[config.mk]
export PLATFORM = sky130hd
export DESIGN_NAME = mrr_residue
export DESIGN_NICKNAME = d
export VERILOG_FILES = /design/src/rtl/core/mrr_pkg.sv /design/src/rtl/core/mrr_residue.sv
export SDC_FILE = /design/constraint.sdc
export NUM_CORES = 1
export LEC_CHECK = 0
export ABC_CLOCK_PERIOD_IN_PS = 4300
export BUFFER_PORTS_ARGS = -buffer_cell sky130_fd_sc_hd__buf_2
export CAP_MARGIN = 0
export CORE_MARGIN = 5
export CORE_UTILIZATION = 31
export CTS_BUF_LIST = sky130_fd_sc_hd__clkbuf_16
export DETAILED_ROUTE_END_ITERATION = 10
export PLACE_DENSITY_LB_ADDON = 0.25
export REMOVE_ABC_BUFFERS = 1
export SLEW_MARGIN = 0
export SYNTH_ARGS = -nofsm -noshare
export SYNTH_HDL_FRONTEND = slang
export SYNTH_SLANG_ARGS = --single-unit
[constraint.sdc]
create_clock -name clk_i -period 4.3 [get_ports clk_i]
set_input_delay 0.215 -clock clk_i [delete_from_list [all_inputs] [get_ports clk_i]]
set_output_delay 0.215 -clock clk_i [all_outputs]
set_load 0.02 [all_outputs]
[src/rtl/core/mrr_pkg.sv]
// ----------------------------------------------------------------------------
// mrr_pkg
// Shared widths and codes for the matrix ring rotation unit.
// ----------------------------------------------------------------------------
`default_nettype none

package mrr_pkg;

  localparam int CoordW  = 5;
  localparam int CountW  = 6;
  localparam int LenW    = 8;
  localparam int RingW   = 5;
  localparam int NumRing = 1 << RingW;
  localparam int RotW    = 32;
  localparam int PortW   = 32;
  localparam int CfgIdxW = 2;

  localparam logic [CfgIdxW-1:0] CfgRowCount = 2'd0;
  localparam logic [CfgIdxW-1:0] CfgColCount = 2'd1;
  localparam logic [CfgIdxW-1:0] CfgRotCount = 2'd2;

  localparam logic FuncWrite = 1'b0;
  localparam logic FuncRead  = 1'b1;

endpackage

`default_nettype wire

[src/rtl/core/mrr_residue.sv]
// ----------------------------------------------------------------------------
// mrr_residue
// Per-ring residue table: rotation count modulo each ring length, built by a
// bit-serial restoring divider, one quotient bit per cycle.
// ----------------------------------------------------------------------------
`default_nettype none

module mrr_residue (
  input  logic                       clk_i,
  input  logic                       rst_ni,
  input  logic                       start_i,
  input  logic [mrr_pkg::CountW-1:0] row_cnt_i,
  input  logic [mrr_pkg::CountW-1:0] col_cnt_i,
  input  logic [mrr_pkg::RotW-1:0]   rot_i,
  input  logic [mrr_pkg::RingW-1:0]  ring_i,
  output logic                       busy_o,
  output logic [mrr_pkg::LenW-1:0]   residue_o
);
  import mrr_pkg::*;

  localparam logic [RingW-1:0] LastRing = RingW'(NumRing - 1);
  localparam logic [4:0]       LastBit  = 5'(RotW - 1);

  logic             busy_q, busy_d;
  logic [RingW-1:0] ring_q, ring_d;
  logic [4:0]       bit_q, bit_d;
  logic [LenW-1:0]  rem_q, rem_d;
  logic [LenW-1:0]  tbl_q [NumRing];
  logic [LenW-1:0]  residue_q;
  logic             tbl_we;

  logic [CountW-1:0] two_d;
  logic              ring_ok;
  logic [CountW-1:0] hs, ws;
  logic [LenW-1:0]   len;
  logic [LenW:0]     rem_ext;
  logic [LenW-1:0]   rem_n;

  always_comb begin
    two_d   = {ring_q, 1'b0};
    ring_ok = ({1'b0, row_cnt_i} > ({1'b0, two_d} + 7'd1)) &&
              ({1'b0, col_cnt_i} > ({1'b0, two_d} + 7'd1));
    hs      = row_cnt_i - two_d - 6'd1;
    ws      = col_cnt_i - two_d - 6'd1;
    len     = {LenW'(hs) + LenW'(ws)} << 1;
    rem_ext = {rem_q, rot_i[bit_q]};
    if (rem_ext >= {1'b0, len}) begin
      rem_n = LenW'(rem_ext - {1'b0, len});
    end else begin
      rem_n = LenW'(rem_ext);
    end
  end

  always_comb begin
    busy_d = busy_q;
    ring_d = ring_q;
    bit_d  = bit_q;
    rem_d  = rem_q;
    tbl_we = 1'b0;
    if (start_i) begin
      busy_d = 1'b1;
      ring_d = '0;
      bit_d  = LastBit;
      rem_d  = '0;
    end else if (busy_q) begin
      if (!ring_ok) begin
        busy_d = 1'b0;
      end else if (bit_q == '0) begin
        tbl_we = 1'b1;
        rem_d  = '0;
        bit_d  = LastBit;
        if (ring_q == LastRing) begin
          busy_d = 1'b0;
        end else begin
          ring_d = ring_q + 1'b1;
        end
      end else begin
        rem_d = rem_n;
        bit_d = bit_q - 1'b1;
      end
    end
  end

  always_ff @(posedge clk_i or negedge rst_ni) begin
    if (!rst_ni) begin
      busy_q <= 1'b1;
      ring_q <= '0;
      bit_q  <= LastBit;
      rem_q  <= '0;
    end else begin
      busy_q <= busy_d;
      ring_q <= ring_d;
      bit_q  <= bit_d;
      rem_q  <= rem_d;
    end
  end

  always_ff @(posedge clk_i) begin
    if (tbl_we) begin
      tbl_q[ring_q] <= rem_n;
    end
    residue_q <= tbl_q[ring_i];
  end

  assign busy_o    = busy_q;
  assign residue_o = residue_q;

endmodule

`default_nettype wire

# After elaboration in Yosys (flattened, before gate mapping)
# Memory sizes are Yosys's and may differ from the RTL's. A register that Yosys moved wholly into a read port is not among the register bits.
# Cells that the tools add are included.
dict set report word_totals {
  ramBits 256
  memories 1
  register_bits 19
  output_inout_bits 9
  elab_cells 54
}
dict set report op_classes {
  n_mux 27
  n_reduce_logical 7
  magnitude_cmp 4
  add_sub_neg 9
  n_eq_ne 2
}
# memory depth width rd rd_clocked_by_memory_dff write_ports line
set memory_table {}
lappend memory_table {tbl_q 32 8 1 1 1 mrr_residue.sv:28} ;# logic [LenW-1:0] tbl_q [NumRing];
# op n
set ops {}
lappend ops {{$mux 5} 9}
lappend ops {{$mux 8} 5}
lappend ops {{$gt 6x7->1} 2}
lappend ops {{$mux 1} 12}
lappend ops {{$sub 6x1->6 const B} 2}
lappend ops {{$sub 6x6->6} 2}
lappend ops {{$ge 9x8->1} 1}
lappend ops {{$sub 8x8->8} 1}
lappend ops {{$add 6x1->7 const B} 1}
lappend ops {{$add 6x6->7} 1}
lappend ops {{$lt 5x6->1 const B} 1}
lappend ops {{$reduce_bool 2->1} 3}
lappend ops {{$add 5x1->5 const B} 1}
lappend ops {{$bmux 1 s5} 1}
lappend ops {{$eq 5x5->1 const B} 1}
lappend ops {{$logic_not 5->1} 1}
lappend ops {{$sub 5x1->5 const B} 1}
lappend ops {{$reduce_and 4->1} 1}
lappend ops {{$ne 2x2->1 const B} 1}
lappend ops {{$reduce_and 2->1} 1}
lappend ops {{$logic_and 1x1->1} 1}

# Depth between registers and ports, before layout
# Gate-level depths: netlist (run 1).
dict set report depth {
  depth_word 9
  ltp_mapped 17
  mapped_depth_nobuf 17
}

# Worst setup path before layout (run 1)
# OpenSTA, ideal clock, no wires.
dict set report synth_timing {
  kind {register -> register}
  startpoint {register ring_q[0]}
  endpoint {memory tbl_q[0][1] (data pin)}
  t_arrival_ps 4184
  setup_ps 392
  path_buffers 0
  path_stages_with_launch 17
  setup_slack_ps -276
  cell_sequence {dfrtp_1 > inv_1 > ha_1 > a21o_1 > a21oi_1 > xnor2_1 > ha_1 > inv_1 > o21bai_1 > xnor2_1 > ha_1 > o21a_1 > o31a_1 > or2_2 > a31oi_1 > o31ai_4 > mux2i_1}
}
dict set report synth_via {
  elab_chain_cells 5
  elab_cells_between_ends 7
  classes_between {add/sub: 5; order compare: 1; mux: 1}
}
# element line
set synth_rtl {}
lappend synth_rtl {{from (decl)} mrr_residue.sv:25} ;# logic [RingW-1:0] ring_q, ring_d;
lappend synth_rtl {{from (signal assigned)} mrr_residue.sv:92} ;# ring_q <= ring_d;
lappend synth_rtl {{$sub 6x6->6 (on tied branches)} {mrr_residue.sv:43, mrr_residue.sv:44}}
lappend synth_rtl {{$sub 6x1->6 (on tied branches)} {mrr_residue.sv:43, mrr_residue.sv:44}}
lappend synth_rtl {{$add 6x6->7 *} mrr_residue.sv:45} ;# len = {LenW'(hs) + LenW'(ws)} << 1;
lappend synth_rtl {{$ge 9x8->1 *} mrr_residue.sv:47} ;# if (rem_ext >= {1'b0, len}) begin
lappend synth_rtl {{$mux 8 *} mrr_residue.sv:47}
lappend synth_rtl {{named net rem_n[1]} mrr_residue.sv:37} ;# logic [LenW-1:0] rem_n;
lappend synth_rtl {{to (decl)} mrr_residue.sv:28}
# Mark *: on every way through the listed nets, which the timed path passes. The rest lies on a longest branch.

# Worst setup path in the final report (run 1)
dict set report layout_timing {
  startpoint {register ring_q[0]}
  endpoint {memory tbl_q[15][5] (data pin)}
}
dict set report layout_via {
  elab_chain_cells 5
  elab_cells_between_ends 8
  classes_between {add/sub: 6; order compare: 1; mux: 1}
}
# element line
set layout_rtl {}
lappend layout_rtl {{$sub 6x6->6 (on tied branches)} {mrr_residue.sv:43, mrr_residue.sv:44}}
lappend layout_rtl {{$sub 6x1->6 (on tied branches)} {mrr_residue.sv:43, mrr_residue.sv:44}}
lappend layout_rtl {{$add 6x6->7 *} mrr_residue.sv:45}
lappend layout_rtl {{$sub 8x8->8 or $ge 9x8->1 (tied branches)} {mrr_residue.sv:48, mrr_residue.sv:47}}
lappend layout_rtl {{$mux 8 *} mrr_residue.sv:47}
lappend layout_rtl {{named net rem_n[5]} mrr_residue.sv:37}
# Marked as above.

==> results of run 1 <==
[cell usage after synthesis, drive strengths merged (12+ instances only)]
library cell	instances
edfxtp	256
a21oi	15
mux4	86
nand2	13
inv	24
xnor2	12
clkbuf	14
nor2	48
ha	31
mux2	16
dfrtp	13
[registers in the layout, indices dropped and copies added, names as in the netlist]
name / flops
rem_q: 8
ring_q: 5
tbl_q: 256
bit_q: 5
residue_o: 8
busy_o: 1
[timing repair]
| action | 4_1_cts | 5_1_grt |
|---|---|---|
| hold buffers | 2 | 0 |
| setup endpoints to repair | 116 | 226 |
| buffers inserted | 0 | 7 |
| gates resized for setup | 4 | 4 |
| pin swaps | 1 | 1 |
| hold endpoints to repair | 25 | 0 |
| gates cloned | 0 | 2 |
[final timing paths]
check,from,end,slack (ps)
worst max-delay path,ring_q[0]$_DFFE_PN0P_,tbl_q[15][5]$_DFFE_PP_,260
worst min-delay path,ring_i[4],residue_o[7]$_DFF_P_,130
worst max register to register,ring_q[0]$_DFFE_PN0P_,tbl_q[15][5]$_DFFE_PP_,260
worst min register to register,rem_q[0]$_DFFE_PN0P_,rem_q[0]$_DFFE_PN0P_,510
max in group asynchronous,rst_ni,bit_q[4]$_DFFE_PN1P_,3770
min in group asynchronous,rst_ni,ring_q[0]$_DFFE_PN0P_,160
[worst reg2reg max path, delay by kind of cell (launching register included)]
kind / cells / cell delay [ps]
adders and majority gates: 3 / 1100
AOI/OAI and AO/OA: 6 / 1060
buffers and inverters: 3 / 450
DFF: 1 / 410
and+or+nand+nor: 1 / 290
muxes: 1 / 290
xor gates and xnor gates: 1 / 150
[layer usage]
metal | vias up | track usage | routed length [µm]
li1 | 2907 | - | -
met5 | - | 0 | 0
met4 | 0 | 0.0254 | 443
met2 | 168 | 0.202 | 13400
met1 | 3306 | 0.183 | 13000
met3 | 33 | 0.0221 | 1500
[kinds of logic after synthesis]
family / share of synthesized area
flip-flops: 0.682
multiplexers: 0.180
AND/OR/NAND/NOR: 0.0361
AO/OA/AOI/OAI: 0.0363
buffers and inverters: 0.0157
adder cells (fa/ha/maj): 0.0383
XOR/XNOR: 0.0122
[final cells by class]
type | instances | share of cell area
Tap cell | 518 | 0.0437
Inverter | 24 | 0.00607
Multi-Input combinational cell | 321 | 0.256
Sequential cell | 283 | 0.562
Clock inverter | 26 | 0.0213
Timing Repair Buffer | 121 | 0.0592
Clock buffer | 31 | 0.0523
[power by group]
part / total (mW) / leakage, nW / internal (mW) / switching, mW
logic: 0.629 / 1.91 / 0.287 / 0.343
clock network: 2.81 / 0.544 / 1.73 / 1.07
registers: 3.07 / 2.53 / 3.06 / 0.0114
[stage by stage]
step           setup TNS (ps)   util  hold slack, ps  area (µm²)
5_1_grt                     0  0.382             114       14800
2_1_floorplan          -18120      -           -80.6       12100
6_report                    0  0.382             134       14800
3_3_place_gp            -67.5  0.349             224       13600
4_1_cts                  -754  0.378            94.4       14700
3_5_place_dp            -5920  0.349             220       13600
==> results.tsv, run 1 <==
stage	metric	value	unit
route	drt wl/cell	21.4	µm
die	row cnt	72	
timing	Final Cycle Share	0.941	
layout	register area	8330	µm²
critical_path	worst-path maximum fanout	32	
layout	antenna cells	0	
yosys	cell count after synthesis	651	
timing	Worst Tran Pin Value	795	ps
yosys	main area contributors after synthesis	edfxtp_1 63%, mux4_2 15%, ha_1 3.2%	
clock_tree	H-tree depth	1	
global_routing	vias in the first global route	6682	
route	Post-Route WL	28400	µm
critical_path	logic depth of the worst path, buffers included	15	
route	via count	6414	
clock_tree	Num CTS Buffers	31	
yosys	number of distinct library cells after synthesis	48	
critical_path	Worst setup SP type	register	
timing	final period demand of the worst path	4040	ps
timing	RSZ-0062 raised after global routing	false	
flow_run	Max-cap violations	0	
critical_path	most used cell along the critical path	ha_1	
yosys	EDFF count, synth	256	
layout	fraction of layout cells with a size suffix above 1	0.366	
critical_path	Worst setup EP type	register	
layout	Layout area overhead	21.3	%
clock_tree	clk_lat worst skew	540	ps
yosys	Synth Flop Type	edfxtp_1	
yosys	FFs w/ async S/R, synth	0.0671	
die	num ports	61	
critical_path	critical path's slowest cell	fa_1	
timing	Worst Skew	10.4	ps
die	core area	38800	µm²
die	DIE WIDTH	209	µm
route	vias per cell	4.84	
timing	final setup fails	0	
global_routing	initial antenna violation count	0	
layout	most common cell after layout, fill and taps aside	edfxtp_1	
outcome	status	completed	
yosys	sequential area share after synthesis	0.682	
power	leakage	4.98	nW
clock_tree	CTS tree	done	
power	pwr/cell area	439	nW/µm²
global_routing	Congestion Overflow GR	0	
route	Final ANT Viol Nets	0	
global_routing	Overall Global Routing Usage	0.126	
timing	Final Hold Fails	0	
critical_path	R2R cell count	15	
placement	post-DP HPWL	17600	µm
placement	pre-CTS setup slack	-69.5	ps
critical_path	worst path buffer plus inverter count	3	
layout	fill count	3539	
critical_path	Worst path top cell family by delay	adder cells	
layout	Multi-input gate area	3790	µm²
layout	most frequent cells in the layout	256 x edfxtp_1, 83 x mux4_2, 59 x buf_2	
clock_tree	Clock Sinks	283	
placement	placed instance count	1256	
placement	Port Buf Inserts	60	
power	Max rail drop VDD	0.239	mV
timing	Fmax achieved	247	MHz
critical_path	Worst EP required	4560	ps
yosys	number of synthesized register bits	283	
die	Die Y	209	µm
worst_hold_path	Hold Crit Depth	2	
worst_hold_path	worst min path class	in -> reg	
yosys	synthesized area	12200	µm²
yosys	area leader, netlist	edfxtp_1	
critical_path	critical-path cell list	fa_1 -> inv_1 -> ha_1 -> a21o_1 -> a21oi_1 -> xnor2_1 -> ha_1 -> o21a_1 -> o31a_1 -> or2_2 -> a31oi_2 -> o31ai_4 -> buf_12 -> mux2_2 -> buf_4	
power	total power draw	6.51	mW
timing	Max-slew headroom	0.470	
route	Initial DRT Pass Iterations	5	
placement	gp weighted congestion	0.767	
route	Initial DRC Count	409	
timing	Final Max Tran Viols	0	
die	Initial Util	0.315	
global_routing	largest net degree at the start of global routing	65	
clock_tree	Bufs on Longest Clock Path	3	
critical_path	CP max stage delay	550	ps
global_routing	global-route wire length before repair	42200	µm
layout	Non-Filler Instances	1324	
clock_tree	Clk Tree Root Cell	clkbuf_16	
clock_tree	clock-pin transition on the worst setup and hold timing paths	60	ps
yosys	syn_area_per_cell	18.8	µm²
yosys	share of the synthesized area in the top cell type	0.629	
critical_path	CP Data Arrival Time	4300	ps
route	DRC violations left	0	
layout	NumNets Final	869	
critical_path	Setup CP Type	reg -> reg	
die	DIE AREA	43500	µm²
yosys	count of warnings emitted by yosys	0	
timing	final worst setup slack	255	ps
Power figures use the tool's default switching activity.
==> run 2: changes to the inputs <==
--- a/config.mk
+++ b/config.mk
@@ -8,6 +8,8 @@
 export ABC_CLOCK_PERIOD_IN_PS = 4300
 export BUFFER_PORTS_ARGS = -buffer_cell sky130_fd_sc_hd__buf_2
 export CAP_MARGIN = 0
+export CELL_PAD_IN_SITES_DETAIL_PLACEMENT = 1
+export CELL_PAD_IN_SITES_GLOBAL_PLACEMENT = 2
 export CORE_MARGIN = 5
 export CORE_UTILIZATION = 31
 export CTS_BUF_LIST = sky130_fd_sc_hd__clkbuf_16
==> run 2 against run 1 <==
Effect of this change:
- final cell count rose by 0.15%
- utilization fell by 0.26 points
- setup slack got worse by 40 ps
- via count rose by 3.9%
- die area did not move
- design area fell by 0.68%
- sequential power barely moved
- sequential share of layout area rose by 0.39 points
- highest routed layer unchanged
- largest cell class unchanged
==> results.tsv, run 2 (synthesized netlist as in run 1, its figures left out) <==
stage	metric	value	unit	change
clock_tree	Clk Tree Root Cell	clkbuf_16		
clock_tree	CTS tree	done		
layout	fill count	3845		+8.6%
timing	Max-slew headroom	0.427		-0.0433
timing	Final Cycle Share	0.950		+0.00929
placement	placed instance count	1259		+0.24%
clock_tree	clock-pin transition on the worst setup and hold timing paths	70	ps	about the same
route	Initial DRC Count	375		-8.3%
timing	final worst setup slack	215	ps	-39.9 ps
timing	Worst Skew	16.1	ps	+5.69 ps
die	Initial Util	0.315		unchanged
clock_tree	Num CTS Buffers	30		-3.2%
timing	final setup fails	0		unchanged
route	DRC violations left	0		unchanged
layout	most common cell after layout, fill and taps aside	edfxtp_1		
critical_path	Worst setup EP type	register		
timing	Final Max Tran Viols	0		unchanged
route	Final ANT Viol Nets	0		unchanged
route	drt wl/cell	23.6	µm	+10%
clock_tree	Clock Sinks	283		unchanged
timing	final period demand of the worst path	4080	ps	+39.9 ps
critical_path	R2R cell count	18		+3
worst_hold_path	Hold Path End	residue_o[3]$_DFF_P_		
clock_tree	H-tree depth	1		unchanged
route	Initial DRT Pass Iterations	4		-1
die	row cnt	72		unchanged
layout	Post-Route Utilization	0.379		-0.00261
outcome	status	completed		
critical_path	worst r2r dst	tbl_q[2][3]$_DFFE_PP_		
timing	final hold slack	118	ps	-16.1 ps
global_routing	Overall Global Routing Usage	0.143		+0.0169
die	DIE WIDTH	209	µm	unchanged
worst_hold_path	Hold Crit Depth	2		unchanged
placement	pre-CTS setup slack	-208	ps	-138 ps
power	pwr/cell area	426	nW/µm²	-2.9%
global_routing	Congestion Overflow GR	0		unchanged
global_routing	vias in the first global route	7484		+12%
timing	RSZ-0062 raised after global routing	false		
layout	Biggest register	tbl_q		
global_routing	initial antenna violation count	1		+1
critical_path	Setup CP Type	reg -> reg		
critical_path	CP Data Arrival Time	4360	ps	+60 ps
power	Max rail drop VDD	0.300	mV	+25%
route	Post-Route WL	31300	µm	+10%
flow_run	Max-cap violations	0		unchanged
critical_path	worst flop-to-flop path startpoint	ring_q[0]$_DFFE_PN0P_		
die	DIE AREA	43500	µm²	unchanged
layout	Non-Filler Instances	1326		+0.15%
clock_tree	Bufs on Longest Clock Path	3		unchanged
critical_path	Worst EP required	4580	ps	+20 ps
layout	Layout area overhead	20.5	%	
layout	max reg flops	256		unchanged
layout	NumNets Final	870		+0.12%
timing	Final TNS setup	0	ps	unchanged
timing	Worst Tran Pin Value	859	ps	+64.9 ps
route	vias per cell	5.02		+3.7%
critical_path	CP startpoint	ring_q[0]$_DFFE_PN0P_		
global_routing	global-route wire length before repair	47500	µm	+12%
critical_path	worst-path maximum fanout	32		unchanged
worst_hold_path	worst min path class	in -> reg		
critical_path	reg-to-reg slack, setup	220	ps	-40 ps
layout	fraction of layout cells with a size suffix above 1	0.353		-0.0128
power	leakage	4.94	nW	-0.80%
timing	Fmax achieved	245	MHz	-0.98%
clock_tree	clk_lat worst skew	550	ps	about the same
placement	gp weighted congestion	0.757		-1.3%
timing	Final Hold Fails	0		unchanged
die	core area	38800	µm²	unchanged
placement	post-DP HPWL	19700	µm	+12%
route	via count	6661		+3.9%
global_routing	largest net degree at the start of global routing	37		-43%
placement	Port Buf Inserts	60		unchanged
layout	most frequent cells in the layout	256 x edfxtp_1, 83 x mux4_2, 59 x buf_2		
die	num ports	61		unchanged
worst_hold_path	HP Start	ring_i[4]		
critical_path	Worst setup SP type	register		
die	Die Y	209	µm	unchanged
## run 2: final cells by class
class | count | area, µm² | area share
Antenna cell | 1 | 2.50 | 0.000170
Clock buffer | 31 | 776 | 0.0527
Multi-Input combinational cell | 321 | 3810 | 0.259
Clock inverter | 25 | 210 | 0.0143
Tap cell | 518 | 648 | 0.0440
Sequential cell | 283 | 8330 | 0.566
Timing Repair Buffer | 123 | 863 | 0.0586
Inverter | 24 | 90.1 | 0.00612
## run 2: worst max-delay path by stage
stage                        endpoint
2_1_floorplan   tbl_q[0][1]$_DFFE_PP_
3_3_place_gp    tbl_q[0][2]$_DFFE_PP_
3_5_place_dp    tbl_q[5][2]$_DFFE_PP_
4_1_cts        tbl_q[21][5]$_DFFE_PP_
5_1_grt         tbl_q[2][3]$_DFFE_PP_
6_report        tbl_q[2][3]$_DFFE_PP_
## run 2: layer usage
layer	track usage	wire length, µm	up-vias
met5	0	0	-
met4	0.0299	561	0
met1	0.190	13800	3549
met3	0.0203	1220	41
li1	-	-	2902
met2	0.253	15800	169
## run 2: timing repair
action,4_1_cts,5_1_grt
pin swaps,1,6
buffers inserted,6,0
endpoints found under the hold margin,24,0
resized for setup,5,9
gates cloned,2,0
setup endpoints to repair,208,213
hold buffers,2,0
## run 2: worst max-delay path, cell delays in order, from the launching register on
cell and delay (ps):
dfrtp_1 400, inv_2 80, ha_1 300, a21o_1 210, a21oi_2 170, buf_4 130
o21bai_1 50, a21oi_1 170, xnor2_1 140, ha_1 270, a21oi_1 180, ha_1 290
a211o_1 300, a31oi_4 170, o31ai_4 100, buf_12 160, buf_4 140, mux2_4 330
buf_12 170
## run 2: per-stage QoR
| stage | instance area [µm²] | power, mW |
|---|---|---|
| 6_report | 14700 | 6.28 |
| 3_3_place_gp | 13600 | 3.71 |
| 4_1_cts | 14700 | 6.36 |
| 2_1_floorplan | 12100 | 3.47 |
| 5_1_grt | 14700 | 6.54 |
| 3_5_place_dp | 13600 | 3.73 |
## run 2: power by group
group          switching (mW)  leakage, nW  internal, mW
Clock                    1.03        0.506          1.53
Combinational           0.355         1.91         0.289
Sequential             0.0122         2.53          3.06
Total                    1.40         4.94          4.88
==> run 3: changes to the inputs <==
--- a/config.mk
+++ b/config.mk
@@ -15,7 +15,9 @@
 export CTS_BUF_LIST = sky130_fd_sc_hd__clkbuf_16
 export DETAILED_ROUTE_END_ITERATION = 10
 export PLACE_DENSITY_LB_ADDON = 0.25
+export RECOVER_POWER = 50
 export REMOVE_ABC_BUFFERS = 1
+export SKIP_CTS_REPAIR_TIMING = 1
 export SLEW_MARGIN = 0
 export SYNTH_ARGS = -nofsm -noshare
 export SYNTH_HDL_FRONTEND = slang
==> run 3 against run 2 <==
Effect of this change:
- the flow now finishes with violations (capacitance limit, slew limit)
- setup slack improved by 19 ps
- critical endpoint unchanged
- design area decreased by 0.57%
- first-iteration DRC count increased by 7.2%
- power increased by 0.22%
- global-route usage decreased by 0.32 points
- flip-flop and latch count unchanged
- die area unchanged
==> results.tsv, run 3 (synthesized netlist as in run 1, its figures left out) <==
stage	metric	value	unit	change
outcome	status	finished, violations left		
outcome	failing checks	capacitance limit, slew limit		
clock_tree	Clk Tree Root Cell	clkbuf_16		
worst_hold_path	worst min path class	in -> reg		
timing	Worst Tran Pin Value	2030	ps	+1180 ps
layout	max reg flops	256		unchanged
global_routing	vias in the first global route	7406		-1.0%
die	Die Y	209	µm	unchanged
critical_path	Worst setup EP type	register		
critical_path	reg-to-reg slack, setup	230	ps	+20 ps
critical_path	CP startpoint	ring_q[0]$_DFFE_PN0P_		
global_routing	Congestion Overflow GR	0		unchanged
die	row cnt	72		unchanged
layout	antenna cells	0		-1
timing	Max-slew headroom	-0.356		-0.783
layout	Biggest register	tbl_q		
critical_path	logic depth of the worst path, buffers included	18		unchanged
timing	Worst Skew	16.7	ps	+0.562 ps
critical_path	Worst path top cell family by delay	compound AO/OA/AOI/OAI gates		
clock_tree	clk_lat worst skew	550	ps	about the same
critical_path	critical-path cell list	inv_2 -> ha_1 -> a21o_1 -> a21oi_2 -> buf_4 -> o21bai_1 -> a21oi_1 -> xnor2_1 -> ha_1 -> a21oi_1 -> ha_1 -> a211o_1 -> a31oi_4 -> o31ai_4 -> buf_12 -> buf_4 -> mux2_4 -> buf_12		
placement	Placed Instance Area	13600	µm²	unchanged
route	drt wl/cell	23.6	µm	about the same
critical_path	most used cell along the critical path	ha_1		
route	via count	6630		-0.47%
die	DIE AREA	43500	µm²	unchanged
timing	Final Hold Fails	0		unchanged
critical_path	Worst EP required	4580	ps	about the same
critical_path	Worst setup SP type	register		
global_routing	global-route wire length before repair	46600	µm	-1.7%
critical_path	critical path's slowest cell	dfrtp_1		
critical_path	worst-path maximum fanout	32		unchanged
placement	placed instance count	1259		unchanged
route	vias per cell	5.00		-0.54%
flow_run	Max-cap violations	2		+2
layout	Layout area overhead	19.8	%	
route	Initial DRC Count	402		+7.2%
global_routing	Overall Global Routing Usage	0.140		-0.00315
die	core area	38800	µm²	unchanged
timing	Fmax achieved	246	MHz	+0.46%
layout	most common cell after layout, fill and taps aside	edfxtp_1		
critical_path	R2R cell count	18		unchanged
clock_tree	CTS tree	done		
clock_tree	clock-pin transition on the worst setup and hold timing paths	70	ps	about the same
timing	final setup fails	0		unchanged
timing	RSZ-0062 raised after global routing	false		
clock_tree	Num CTS Buffers	30		unchanged
critical_path	crit path to	tbl_q[2][3]$_DFFE_PP_		
global_routing	largest net degree at the start of global routing	37		unchanged
critical_path	CP Data Arrival Time	4340	ps	-20 ps
critical_path	worst path buffer plus inverter count	5		unchanged
layout	Non-Filler Instances	1327		+0.075%
layout	fill count	3865		+0.52%
clock_tree	H-tree depth	1		unchanged
timing	Final Cycle Share	0.946		-0.00434
critical_path	Setup CP Type	reg -> reg		
global_routing	initial antenna violation count	0		-1
critical_path	CP max stage delay	410	ps	about the same
die	DIE WIDTH	209	µm	unchanged
layout	fraction of layout cells with a size suffix above 1	0.299		-0.0540
route	Final ANT Viol Nets	0		unchanged
power	leakage	4.81	nW	-2.7%
power	pwr/cell area	430	nW/µm²	+0.79%
placement	gp weighted congestion	0.757		unchanged
clock_tree	Bufs on Longest Clock Path	3		unchanged
placement	Port Buf Inserts	60		unchanged
critical_path	worst r2r dst	tbl_q[2][3]$_DFFE_PP_		
route	Post-Route WL	31400	µm	+0.16%
critical_path	worst flop-to-flop path startpoint	ring_q[0]$_DFFE_PN0P_		
layout	NumNets Final	872		+0.23%
layout	Post-Route Utilization	0.377		-0.00216
power	Max rail drop VDD	0.300	mV	-0.11%
route	Initial DRT Pass Iterations	4		unchanged
die	num ports	61		unchanged
layout	fin area	14600	µm²	-0.57%
layout	most frequent cells in the layout	256 x edfxtp_1, 83 x mux4_2, 48 x nor2_1, 48 x buf_2, 39 x clkbuf_1		
die	Initial Util	0.315		unchanged
timing	final period demand of the worst path	4070	ps	-18.7 ps
timing	Final Max Tran Viols	64		+64
placement	post-DP HPWL	19700	µm	unchanged
power	total power draw	6.29	mW	+0.22%
route	DRC violations left	0		unchanged
clock_tree	Clock Sinks	283		unchanged
==> run 3: worst reg2reg max path, delay by kind of cell, from the launching register on <==
kind            cells  cell delay (ps)
compound gates      8             1350
fa+ha+maj           3              800
buf+inv             5              710
flops               1              410
mux                 1              330
xor+xnor            1              150
==> run 3: layer usage <==
metal  GRT usage  wire, µm  up-vias
li1            -         -     2907
met1       0.186     13600     3524
met2       0.247     16000      166
met3      0.0202      1350       33
met4      0.0281       466        0
met5           0         0        -
==> run 3: stage by stage <==
step           TNS (ps)  setup WS (ps)  hold slack [ps]
2_1_floorplan    -18120           -276            -80.6
3_3_place_gp      -1040          -34.1              209
3_5_place_dp     -12460           -208              219
4_1_cts          -18850           -263             -373
5_1_grt               0          0.694              113
6_report              0            234              112
==> run 3: final cells by class <==
type / count / area [µm²] / share of cell area
flip-flops and latches: 283 / 8330 / 0.569
multi-input cells: 321 / 3810 / 0.260
repair buffers: 125 / 782 / 0.0534
clock buffers: 31 / 776 / 0.0530
well taps: 518 / 648 / 0.0443
clock inverters: 25 / 210 / 0.0144
inverters: 24 / 90.1 / 0.00615
==> run 3: report_power, final <==
group          internal (mW)  switching [mW]
Sequential              3.06          0.0126
Combinational          0.296           0.356
Clock                   1.53            1.03
Total                   4.89            1.40
==> run 3: how the worst min path moves through the flow <==
stage | cells after the start | slack [ps] | endpoint | startpoint
CTS | 1 | -370 | ring_q[0]$_DFFE_PN0P_ | rst_ni
detailed placement | 1 | 220 | ring_q[4]$_DFFE_PN0P_ | rst_ni
global route | 2 | 110 | residue_o[3]$_DFF_P_ | ring_i[4]
global placement | 1 | 210 | ring_q[0]$_DFFE_PN0P_ | rst_ni
floorplan | 0 | -80 | rem_q[0]$_DFFE_PN0P_ | rst_ni
finish | 2 | 110 | residue_o[3]$_DFF_P_ | ring_i[4]
